`src/rtl/core/rqss_pkg.sv`:
```
`default_nettype none
// ----------------------------------------------------------------------------
// rqss_pkg
// Shared types, sizes and helpers of the record queue with search and sort.
// ----------------------------------------------------------------------------
package rqss_pkg;

    localparam int DEPTH     = 16;
    localparam int KEY_CHARS = 8;
    localparam int IW        = $clog2(DEPTH);
    localparam int CW        = $clog2(DEPTH + 1);
    localparam int OP_W      = 3;
    localparam int POS_W     = 5;
    localparam int ST_W      = 3;
    localparam int REC_W     = 64;
    localparam int KEY_SHIFT = REC_W - 8 * KEY_CHARS;

    typedef enum logic [OP_W-1:0] {
        OP_ENQ   = 3'd0,
        OP_DEQ   = 3'd1,
        OP_LIST  = 3'd2,
        OP_SRCH  = 3'd3,
        OP_SORT  = 3'd4,
        OP_OVW   = 3'd5,
        OP_CLR   = 3'd6
    } t_op;

    typedef enum logic [ST_W-1:0] {
        ST_OK     = 3'd0,
        ST_EMPTY  = 3'd1,
        ST_FULL   = 3'd2,
        ST_NOTFND = 3'd3,
        ST_BADPOS = 3'd4
    } t_status;

    // what the output register is loaded with
    typedef enum logic [1:0] {
        OK_ZERO,
        OK_ENQ,
        OK_INPUT,
        OK_READ
    } t_okind;

    typedef struct packed {
        logic    take;
        logic    rd_en;
        logic    rd_best;
        logic    idx_clr;
        logic    idx_inc;
        logic    rank_clr;
        logic    rank_inc;
        logic    best_clr;
        logic    prev_clr;
        logic    scan_step;
        logic    prev_load;
        logic    wr_en;
        logic    head_inc;
        logic    fill_inc;
        logic    fill_dec;
        logic    fill_clr;
        logic    out_load;
        t_okind  out_kind;
        t_status out_status;
        logic    out_last;
    } t_cmd;

    typedef struct packed {
        t_op  op;
        logic fill_zero;
        logic full;
        logic pos_bad;
        logic idx_last;
        logic rank_last;
        logic key_hit;
        logic can_load;
    } t_sts;

    // ring slot of a 0-based queue offset
    function automatic logic [IW-1:0] slot_of(input logic [IW-1:0] head,
                                              input logic [IW-1:0] off);
        logic [IW:0] sum;
        sum = {1'b0, head} + {1'b0, off};
        if (sum >= (IW+1)'(DEPTH)) sum = sum - (IW+1)'(DEPTH);
        return sum[IW-1:0];
    endfunction

    // compared part of a name
    function automatic logic [REC_W-1:0] key_of(input logic [REC_W-1:0] nm);
        return nm & ({REC_W{1'b1}} << KEY_SHIFT);
    endfunction

endpackage
`default_nettype wire

```
`src/rtl/core/record_queue_search_sort.sv`:
```
`default_nettype none
// ----------------------------------------------------------------------------
// record_queue_search_sort
// Queue of up to 16 name/payload records with search and sorted readout.
// ----------------------------------------------------------------------------
// Usage:
//   Input channel (i_in_valid / o_in_ready) moves one operation beat:
//   opcode, position, name key and payload. Output channel
//   (o_out_valid / i_out_ready) moves result beats; o_last marks the final
//   beat of an operation. One operation is worked on at a time; o_in_ready
//   rises again once the last result beat is in the output register.
//   Search examines the records one at a time from the front. Sorted
//   readout scans all N records once per output rank through the single
//   store read port.
//   Reset empties the queue; stored records are not cleared. When the
//   receiver stalls, the result beat is held and the sequencer waits
//   before loading the next one.
// ----------------------------------------------------------------------------
module record_queue_search_sort
    import rqss_pkg::*;
(
    input  wire logic              i_clk,
    input  wire logic              i_rst_n,
    input  wire logic              i_in_valid,
    output logic                   o_in_ready,
    input  wire logic [OP_W-1:0]   i_opcode,
    input  wire logic [POS_W-1:0]  i_position,
    input  wire logic [REC_W-1:0]  i_name_key,
    input  wire logic [REC_W-1:0]  i_payload,
    output logic                   o_out_valid,
    input  wire logic              i_out_ready,
    output logic [ST_W-1:0]        o_status,
    output logic [POS_W-1:0]       o_rec_position,
    output logic [REC_W-1:0]       o_rec_name,
    output logic [REC_W-1:0]       o_rec_payload,
    output logic [POS_W-1:0]       o_occupancy,
    output logic                   o_last
);

    t_cmd cmd;
    t_sts sts;

    // sequencer
    rqss_ctrl u_ctrl (
        .i_clk      (i_clk),
        .i_rst_n    (i_rst_n),
        .i_in_valid (i_in_valid),
        .o_in_ready (o_in_ready),
        .i_sts      (sts),
        .o_cmd      (cmd)
    );

    // store and output register
    rqss_dpath u_dpath (
        .i_clk          (i_clk),
        .i_rst_n        (i_rst_n),
        .i_cmd          (cmd),
        .o_sts          (sts),
        .i_opcode       (i_opcode),
        .i_position     (i_position),
        .i_name_key     (i_name_key),
        .i_payload      (i_payload),
        .i_out_ready    (i_out_ready),
        .o_out_valid    (o_out_valid),
        .o_status       (o_status),
        .o_rec_position (o_rec_position),
        .o_rec_name     (o_rec_name),
        .o_rec_payload  (o_rec_payload),
        .o_occupancy    (o_occupancy),
        .o_last         (o_last)
    );

`ifndef SYNTH
    // one operation at a time
    a_one_op: assert property (@(posedge i_clk) disable iff (!i_rst_n)
        (i_in_valid && o_in_ready) |=> !o_in_ready)
        else $error("accepted a beat while busy");

    // error results carry no record and end the operation
    a_err_beat: assert property (@(posedge i_clk) disable iff (!i_rst_n)
        (o_out_valid && (o_status != ST_OK)) |-> (o_last && (o_rec_position == '0)))
        else $error("error beat with record or not last");

    // occupancy never above capacity
    a_occ: assert property (@(posedge i_clk) disable iff (!i_rst_n)
        o_out_valid |-> (o_occupancy <= POS_W'(DEPTH)))
        else $error("occupancy over capacity");
`endif

endmodule
`default_nettype wire

```
`src/rtl/core/rqss_dpath.sv`:
```
`default_nettype none
// ----------------------------------------------------------------------------
// rqss_dpath
// Record store, queue pointers, scan registers and the output register.
// ----------------------------------------------------------------------------
module rqss_dpath
    import rqss_pkg::*;
(
    input  wire logic              i_clk,
    input  wire logic              i_rst_n,
    input  wire t_cmd              i_cmd,
    output t_sts                   o_sts,
    input  wire logic [OP_W-1:0]   i_opcode,
    input  wire logic [POS_W-1:0]  i_position,
    input  wire logic [REC_W-1:0]  i_name_key,
    input  wire logic [REC_W-1:0]  i_payload,
    input  wire logic              i_out_ready,
    output logic                   o_out_valid,
    output logic [ST_W-1:0]        o_status,
    output logic [POS_W-1:0]       o_rec_position,
    output logic [REC_W-1:0]       o_rec_name,
    output logic [REC_W-1:0]       o_rec_payload,
    output logic [POS_W-1:0]       o_occupancy,
    output logic                   o_last
);

    logic [REC_W-1:0] r_mem_name [DEPTH];
    logic [REC_W-1:0] r_mem_pay  [DEPTH];
    logic [REC_W-1:0] r_rd_name, r_rd_pay;
    t_op              r_op;
    logic [POS_W-1:0] r_pos;
    logic [REC_W-1:0] r_nm, r_pl;
    logic [IW-1:0]    r_head;
    logic [CW-1:0]    r_fill, n_fill;
    logic [CW-1:0]    r_idx, r_rank;
    logic [IW-1:0]    r_cmp_idx, r_best, r_prev;
    logic [REC_W-1:0] r_best_key, r_prev_key;
    logic             r_have_best, r_have_prev;
    logic             r_out_valid;
    logic [ST_W-1:0]  r_status;
    logic [POS_W-1:0] r_rpos, r_occ;
    logic [REC_W-1:0] r_oname, r_opay;
    logic             r_last;
    logic [IW-1:0]    rd_off, wr_slot;
    logic [REC_W-1:0] rd_key;
    logic             cand_ok, better, can_load;
    logic [POS_W-1:0] pos_m1;

    assign rd_key   = key_of(r_rd_name);
    assign can_load = !r_out_valid || i_out_ready;
    assign rd_off   = i_cmd.rd_best ? r_best : r_idx[IW-1:0];
    assign pos_m1   = r_pos - POS_W'(1);
    assign wr_slot  = (r_op == OP_OVW) ? slot_of(r_head, pos_m1[IW-1:0])
                                       : slot_of(r_head, r_fill[IW-1:0]);

    // next fill count
    always_comb begin
        n_fill = r_fill;
        if (i_cmd.fill_clr)      n_fill = '0;
        else if (i_cmd.fill_inc) n_fill = r_fill + CW'(1);
        else if (i_cmd.fill_dec) n_fill = r_fill - CW'(1);
    end

    // record after the previous rank and before the current best
    always_comb begin
        cand_ok = !r_have_prev || (rd_key > r_prev_key) ||
                  ((rd_key == r_prev_key) && (r_cmp_idx > r_prev));
        better  = cand_ok && (!r_have_best || (rd_key < r_best_key));
    end

    // status to the controller
    always_comb begin
        o_sts.op        = r_op;
        o_sts.fill_zero = (r_fill == '0);
        o_sts.full      = (r_fill >= CW'(DEPTH));
        o_sts.pos_bad   = (r_pos == '0) || (r_pos > POS_W'(r_fill));
        o_sts.idx_last  = ((r_idx + CW'(1)) == r_fill);
        o_sts.rank_last = ((r_rank + CW'(1)) == r_fill);
        o_sts.key_hit   = (rd_key == key_of(r_nm));
        o_sts.can_load  = can_load;
    end

    // record store, registered read
    always_ff @(posedge i_clk) begin
        if (i_cmd.wr_en) begin
            r_mem_name[wr_slot] <= r_nm;
            r_mem_pay[wr_slot]  <= r_pl;
        end
        if (i_cmd.rd_en) begin
            r_rd_name <= r_mem_name[slot_of(r_head, rd_off)];
            r_rd_pay  <= r_mem_pay[slot_of(r_head, rd_off)];
            r_cmp_idx <= rd_off;
        end
    end

    // captured item and scan payload
    always_ff @(posedge i_clk) begin
        if (i_cmd.take) begin
            r_op  <= t_op'(i_opcode);
            r_pos <= i_position;
            r_nm  <= i_name_key;
            r_pl  <= i_payload;
        end
        if (i_cmd.scan_step && better) begin
            r_best     <= r_cmp_idx;
            r_best_key <= rd_key;
        end
        if (i_cmd.prev_load) begin
            r_prev     <= r_best;
            r_prev_key <= r_best_key;
        end
    end

    // queue pointers and scan control
    always_ff @(posedge i_clk) begin
        if (!i_rst_n) begin
            r_head      <= '0;
            r_fill      <= '0;
            r_idx       <= '0;
            r_rank      <= '0;
            r_have_best <= 1'b0;
            r_have_prev <= 1'b0;
        end else begin
            r_fill <= n_fill;
            if (i_cmd.fill_clr)      r_head <= '0;
            else if (i_cmd.head_inc) r_head <= slot_of(r_head, IW'(1));
            if (i_cmd.idx_clr)       r_idx <= '0;
            else if (i_cmd.idx_inc)  r_idx <= r_idx + CW'(1);
            if (i_cmd.rank_clr)      r_rank <= '0;
            else if (i_cmd.rank_inc) r_rank <= r_rank + CW'(1);
            if (i_cmd.best_clr)                  r_have_best <= 1'b0;
            else if (i_cmd.scan_step && better)  r_have_best <= 1'b1;
            if (i_cmd.prev_clr)       r_have_prev <= 1'b0;
            else if (i_cmd.prev_load) r_have_prev <= 1'b1;
        end
    end

    // output register
    always_ff @(posedge i_clk) begin
        if (!i_rst_n) begin
            r_out_valid <= 1'b0;
        end else if (i_cmd.out_load) begin
            r_out_valid <= 1'b1;
        end else if (i_out_ready) begin
            r_out_valid <= 1'b0;
        end
    end

    always_ff @(posedge i_clk) begin
        if (i_cmd.out_load) begin
            r_status <= i_cmd.out_status;
            r_last   <= i_cmd.out_last;
            r_occ    <= POS_W'(n_fill);
            case (i_cmd.out_kind)
                OK_ENQ: begin
                    r_rpos  <= POS_W'(r_fill + CW'(1));
                    r_oname <= r_nm;
                    r_opay  <= r_pl;
                end
                OK_INPUT: begin
                    r_rpos  <= r_pos;
                    r_oname <= r_nm;
                    r_opay  <= r_pl;
                end
                OK_READ: begin
                    r_rpos  <= POS_W'(CW'(r_cmp_idx) + CW'(1));
                    r_oname <= r_rd_name;
                    r_opay  <= r_rd_pay;
                end
                default: begin
                    r_rpos  <= '0;
                    r_oname <= '0;
                    r_opay  <= '0;
                end
            endcase
        end
    end

    assign o_out_valid    = r_out_valid;
    assign o_status       = r_status;
    assign o_rec_position = r_rpos;
    assign o_rec_name     = r_oname;
    assign o_rec_payload  = r_opay;
    assign o_occupancy    = r_occ;
    assign o_last         = r_last;

endmodule
`default_nettype wire

```
`src/rtl/core/rqss_ctrl.sv`:
```
`default_nettype none
// ----------------------------------------------------------------------------
// rqss_ctrl
// Operation sequencer: decodes each item and steps the datapath through it.
// ----------------------------------------------------------------------------
module rqss_ctrl
    import rqss_pkg::*;
(
    input  wire logic i_clk,
    input  wire logic i_rst_n,
    input  wire logic i_in_valid,
    output logic      o_in_ready,
    input  wire t_sts i_sts,
    output t_cmd      o_cmd
);

    typedef enum logic [3:0] {
        S_IDLE, S_DECODE, S_ZERO, S_WRITE,
        S_L_ISSUE, S_L_EMIT,
        S_S_ISSUE, S_S_CMP, S_S_HIT,
        S_T_ISSUE, S_T_CMP, S_T_RD, S_T_EMIT
    } t_state;

    t_state  r_state, n_state;
    t_status r_st, n_st;

    // commands and next state
    always_comb begin
        o_cmd      = '0;
        o_cmd.out_kind   = OK_ZERO;
        o_cmd.out_status = ST_OK;
        n_state    = r_state;
        n_st       = r_st;
        o_in_ready = 1'b0;
        case (r_state)
            S_IDLE: begin
                o_in_ready = 1'b1;
                o_cmd.take = i_in_valid;
                if (i_in_valid) n_state = S_DECODE;
            end
            S_DECODE: begin
                o_cmd.idx_clr  = 1'b1;
                o_cmd.rank_clr = 1'b1;
                o_cmd.best_clr = 1'b1;
                o_cmd.prev_clr = 1'b1;
                n_st           = ST_OK;
                n_state        = S_ZERO;
                case (i_sts.op)
                    OP_ENQ: begin
                        n_st = ST_FULL;
                        if (!i_sts.full) n_state = S_WRITE;
                    end
                    OP_OVW: begin
                        n_st = ST_BADPOS;
                        if (!i_sts.pos_bad) n_state = S_WRITE;
                    end
                    OP_DEQ, OP_LIST: begin
                        n_st = ST_EMPTY;
                        if (!i_sts.fill_zero) n_state = S_L_ISSUE;
                    end
                    OP_SRCH: begin
                        n_st = ST_NOTFND;
                        if (!i_sts.fill_zero) n_state = S_S_ISSUE;
                    end
                    OP_SORT: begin
                        n_st = ST_EMPTY;
                        if (!i_sts.fill_zero) n_state = S_T_ISSUE;
                    end
                    OP_CLR: begin
                        o_cmd.fill_clr = 1'b1;
                    end
                    default: begin
                        n_st = ST_OK;
                    end
                endcase
            end
            S_ZERO: begin
                if (i_sts.can_load) begin
                    o_cmd.out_load   = 1'b1;
                    o_cmd.out_status = r_st;
                    o_cmd.out_last   = 1'b1;
                    n_state          = S_IDLE;
                end
            end
            S_WRITE: begin
                if (i_sts.can_load) begin
                    o_cmd.wr_en    = 1'b1;
                    o_cmd.out_load = 1'b1;
                    o_cmd.out_last = 1'b1;
                    if (i_sts.op == OP_ENQ) begin
                        o_cmd.fill_inc = 1'b1;
                        o_cmd.out_kind = OK_ENQ;
                    end else begin
                        o_cmd.out_kind = OK_INPUT;
                    end
                    n_state = S_IDLE;
                end
            end
            // queue-order readout, dequeue is its first beat only
            S_L_ISSUE: begin
                o_cmd.rd_en = 1'b1;
                n_state     = S_L_EMIT;
            end
            S_L_EMIT: begin
                if (i_sts.can_load) begin
                    o_cmd.out_load = 1'b1;
                    o_cmd.out_kind = OK_READ;
                    if (i_sts.op == OP_DEQ) begin
                        o_cmd.head_inc = 1'b1;
                        o_cmd.fill_dec = 1'b1;
                        o_cmd.out_last = 1'b1;
                        n_state        = S_IDLE;
                    end else if (i_sts.idx_last) begin
                        o_cmd.out_last = 1'b1;
                        n_state        = S_IDLE;
                    end else begin
                        o_cmd.idx_inc = 1'b1;
                        n_state       = S_L_ISSUE;
                    end
                end
            end
            // linear search from the front
            S_S_ISSUE: begin
                o_cmd.rd_en = 1'b1;
                n_state     = S_S_CMP;
            end
            S_S_CMP: begin
                if (i_sts.key_hit) begin
                    n_state = S_S_HIT;
                end else if (i_sts.idx_last) begin
                    n_state = S_ZERO;
                end else begin
                    o_cmd.idx_inc = 1'b1;
                    n_state       = S_S_ISSUE;
                end
            end
            S_S_HIT: begin
                if (i_sts.can_load) begin
                    o_cmd.out_load = 1'b1;
                    o_cmd.out_kind = OK_READ;
                    o_cmd.out_last = 1'b1;
                    n_state        = S_IDLE;
                end
            end
            // sorted readout: one full scan per rank for the next smallest
            S_T_ISSUE: begin
                o_cmd.rd_en = 1'b1;
                n_state     = S_T_CMP;
            end
            S_T_CMP: begin
                o_cmd.scan_step = 1'b1;
                if (i_sts.idx_last) begin
                    n_state = S_T_RD;
                end else begin
                    o_cmd.idx_inc = 1'b1;
                    n_state       = S_T_ISSUE;
                end
            end
            S_T_RD: begin
                o_cmd.rd_en   = 1'b1;
                o_cmd.rd_best = 1'b1;
                n_state       = S_T_EMIT;
            end
            S_T_EMIT: begin
                if (i_sts.can_load) begin
                    o_cmd.out_load  = 1'b1;
                    o_cmd.out_kind  = OK_READ;
                    o_cmd.prev_load = 1'b1;
                    if (i_sts.rank_last) begin
                        o_cmd.out_last = 1'b1;
                        n_state        = S_IDLE;
                    end else begin
                        o_cmd.rank_inc = 1'b1;
                        o_cmd.idx_clr  = 1'b1;
                        o_cmd.best_clr = 1'b1;
                        n_state        = S_T_ISSUE;
                    end
                end
            end
            default: begin
                n_state = S_IDLE;
            end
        endcase
    end

    // state register
    always_ff @(posedge i_clk) begin
        if (!i_rst_n) begin
            r_state <= S_IDLE;
            r_st    <= ST_OK;
        end else begin
            r_state <= n_state;
            r_st    <= n_st;
        end
    end

endmodule
`default_nettype wire
```
`config.mk`:
```
export PLATFORM = sky130hd
export DESIGN_NAME = record_queue_search_sort
export DESIGN_NICKNAME = d
export VERILOG_FILES = /design/src/rtl/core/rqss_pkg.sv /design/src/rtl/core/record_queue_search_sort.sv /design/src/rtl/core/rqss_dpath.sv /design/src/rtl/core/rqss_ctrl.sv
export SDC_FILE = /design/constraint.sdc
export NUM_CORES = 2
export LEC_CHECK = 0
export BUFFER_PORTS_ARGS = -buffer_cell sky130_fd_sc_hd__buf_2
export CORE_MARGIN = 4
export CORE_UTILIZATION = 35
export CTS_CLUSTER_SIZE = 10
export DETAILED_ROUTE_END_ITERATION = 12
export MAX_ROUTING_LAYER = met4
export PLACE_DENSITY = 0.59
export SYNTH_ARGS = -nofsm -noshare
export SYNTH_HDL_FRONTEND = slang
export SYNTH_HIERARCHICAL = 1
export SYNTH_SLANG_ARGS = --single-unit
```
`constraint.sdc`:
```
create_clock -name i_clk -period 14.7 [get_ports i_clk]
set_input_delay 2.205 -clock i_clk [delete_from_list [all_inputs] [get_ports i_clk]]
set_output_delay 2.205 -clock i_clk [all_outputs]
set_load 0.01 [all_outputs]
```
==> qor.txt <==
Vias per inst: 5.41
Hold Path Sink: u_dpath/r_prev_key[57]
Post-CTS Setup Bufs: 0
Area of the multi-input gates: 22400 sq um
Crit path max-delay cell type: fa_4
Gp weighted congestion: 0.820
Layout cells sized above 1: 22.3%
Nets: 6059
CTS root buffer: clkbuf_16
DP Cell Count: 9339
Finished Layout Cells: 9748
R2r setup slk: 8.24 ns
DRT Pass-1 Iters: 6
Final Power: 15.5 mW
Static leakage: 38.5 nW
Status: finished, final reports clean
Worst VDD drop: 0.0000927 V
All-layer global routing usage: 18.3%
Async SR Flop Fraction: 0%
Layout Cell Area excl Fill: 118000 sq um
Cell Area, Synth: 102000 sq um
Number of global-route vias before repair: 53510
Buf/Inv on CP: 4
CTS Hold Buffers Added: 0
DP Worst Slack: 7.35 ns
Fin crit period: 6.46 ns
Worst hold path depth: 0
Worst-path clk slew: 0.06 ns
Register Area: 78500 sq um
Crit share post-route: 43.9%
Predominant post-synthesis flop cell: edfxtp_1
First DRT Iteration DRCs: 5940
R2R Path Start: u_ctrl/r_state[0]
Final ANT Viol Nets: 0
Synth Net Count: 5604
Core area: 291000 sq um
Port Buffers: 283
Final setup violation count: 0
Register area share after synthesis: 76.7%
CP Cell Sequence: nand2b_2 -> nor2_1 -> mux2_2 -> ha_4 -> inv_1 -> fa_4 -> buf_4 -> buf_4 -> buf_12 -> mux4_2 -> nand2_1 -> and3_1 -> a31oi_1
Initial antenna violation count: 22
DP HPWL: 146000 um
Total CTS buffers: 322
Layout area overhead: 14.9%
Largest area contributor in the netlist: edfxtp_1
Fin Hold WS: 0.439 ns
First-pass GRT wire length: 389000 um
I/O pins: 284
Post-CTS Resized: 0
Synthesized netlist cell count: 5308
Final core occ: 40.4%
Cells on worst reg2reg path: 13
Worst slew margin: 18.5%
H-tree Lvls: 5
Max Cap Viol: 0
Crit Path Class: reg -> reg
Total Neg Setup Slack: 0 ns
WL/cell: 28.0 um
Total Wirelength: 273000 um
Achievable Freq: 155 MHz
Clock buffer depth: 4
Clock sinks: 2623
Die Wd: 549 um
Synth top area share: 76.2%
Critical Path End Type: flip-flop
Crit path largest cell delay: 0.93 ns
Std cell rows: 198
#FFs+latches synth: 2623
Initial core utilization: 35.2%
Largest net degree at the start of global routing: 154
Final setup margin: 8.24 ns
Worst slew pin tran: 1.22 ns
Post-synth EDFFs: 2594
Die area: 301000 sq um
Synth warn: 6
Via count: 52738
Critical Path RT: 15.31 ns
Crit start category: flip-flop
Max Fanout on Critical Path: 153
Pins Over Slew Limit: 0
Worst skew pair latency: 0.95 ns
DRC violations left: 0
Grt total ovfl: 0
Clk_skew: 0.0982 ns
Unrepaired setup endpoints after global routing: no
Final hold vios: 0
DIE HEIGHT: 549 um
Top post-synthesis cells by area: edfxtp_1 (76%), mux4_2 (11%), nand2_1 (2.1%)
TritonCTS clock tree: yes
R2R Path End: u_dpath/r_rd_pay[14]
Arr. time, crit path: 7.07 ns
Critical path's top delay family: buffers and inverters
Min-delay src: u_dpath/r_best_key[57]
Synth cell types: 68
Layout fillers: 25882
Syn avg cell area: 19.3 sq um
Worst Hold Class: reg -> reg
Dpl cell area: 109000 sq um
Critical Path Most Common Cell: buf_4
PD cells: 132 nW/um^2
-- layout by cell type, fill, tap and decap left out, drive strengths merged, types with 129 or more instances in the layout --
cell,instances
clkbuf,370
nand2,563
nor2,195
a22oi,129
inv,157
buf,396
a31oi,131
edfxtp,2594
and3,129
mux4,512
ha,154
-- cell type report --
class | count | share of cell area (%)
timing repair buffer | 396 | 2.12
inverter | 152 | 0.486
tap | 3900 | 4.15
clock buffer | 370 | 7.12
antenna | 10 | 0.0213
clock inverter | 29 | 0.295
sequential | 2623 | 66.8
multi-input combinational | 2268 | 19.0
-- cells in the mapped netlist (6+ instances only) --
| master | instances |
|---|---|
| edfxtp_1 | 2594 |
| nand2_1 | 563 |
| mux4_2 | 512 |
| nor2_1 | 195 |
| clkbuf_1 | 178 |
| ha_1 | 154 |
| inv_1 | 151 |
| a31oi_1 | 131 |
| a22oi_1 | 129 |
| and3_1 | 129 |
| xor2_1 | 88 |
| buf_2 | 68 |
| a21oi_1 | 60 |
| nand4_1 | 37 |
| dfxtp_1 | 29 |
| o21ai_0 | 29 |
| nand3_1 | 27 |
| nor4_1 | 25 |
| xnor2_1 | 22 |
| a21o_1 | 19 |
| buf_1 | 15 |
| nor3_1 | 15 |
| nand2b_1 | 14 |
| and2_1 | 10 |
| nor2b_1 | 10 |
| a21boi_0 | 7 |
| mux2i_1 | 7 |
| nor3b_1 | 6 |
-- how the worst max path moves through the flow --
| stage | slack, ns | from | end | depth (start not counted) |
|---|---|---|---|---|
| floorplan | 0.79 | i_out_ready | u_dpath/o_last | 4 |
| global placement | 7.41 | i_out_ready | u_dpath/r_mem_pay[12][43] | 9 |
| detailed placement | 7.35 | i_out_ready | u_dpath/r_mem_pay[12][43] | 9 |
| CTS | 8.29 | u_ctrl/r_state[0] | u_dpath/r_rd_pay[14] | 13 |
| global route | 8.02 | u_ctrl/r_state[0] | u_dpath/r_rd_pay[24] | 13 |
| finish | 8.24 | u_ctrl/r_state[0] | u_dpath/r_rd_pay[14] | 13 |
-- metal layers --
layer,global-route usage (%),vias up,wire length (um)
met5,-,-,0
met4,4.37,0,5950
met3,4.11,419,23200
met2,27.6,2304,126000
met1,25.5,27961,117000
li1,-,22054,-
-- cell families after synthesis --
| logic type | share of synthesized area (%) |
|---|---|
| flops | 76.7 |
| simple gates | 4.64 |
| mux | 11.4 |
| compound gates | 2.76 |
| buf+inv | 1.63 |
| fa+ha+maj | 1.92 |
| xor+xnor | 0.942 |
-- sequential cells by signal (all words and copies together), names as in the netlist, 5 cells and up --
register,flops
u_dpath/o_occupancy,5
u_dpath/o_rec_name,64
u_dpath/o_rec_payload,64
u_dpath/o_rec_position,5
u_dpath/r_best_key,64
u_dpath/r_fill,5
u_dpath/r_idx,5
u_dpath/r_mem_name,1024
u_dpath/r_mem_pay,1024
u_dpath/r_nm,64
u_dpath/r_pl,64
u_dpath/r_pos,5
u_dpath/r_prev_key,64
u_dpath/r_rank,5
u_dpath/r_rd_name,64
u_dpath/r_rd_pay,64
-- where the power goes --
group	leakage (nW)	internal (mW)	total [mW]	switching, mW
Clock	4.26	4.06	6.84	2.79
Sequential	23.7	8.34	8.48	0.144
Combinational	10.5	0.0590	0.219	0.160
Total	38.5	12.5	15.5	3.09
(Power assumes the default switching activity.)
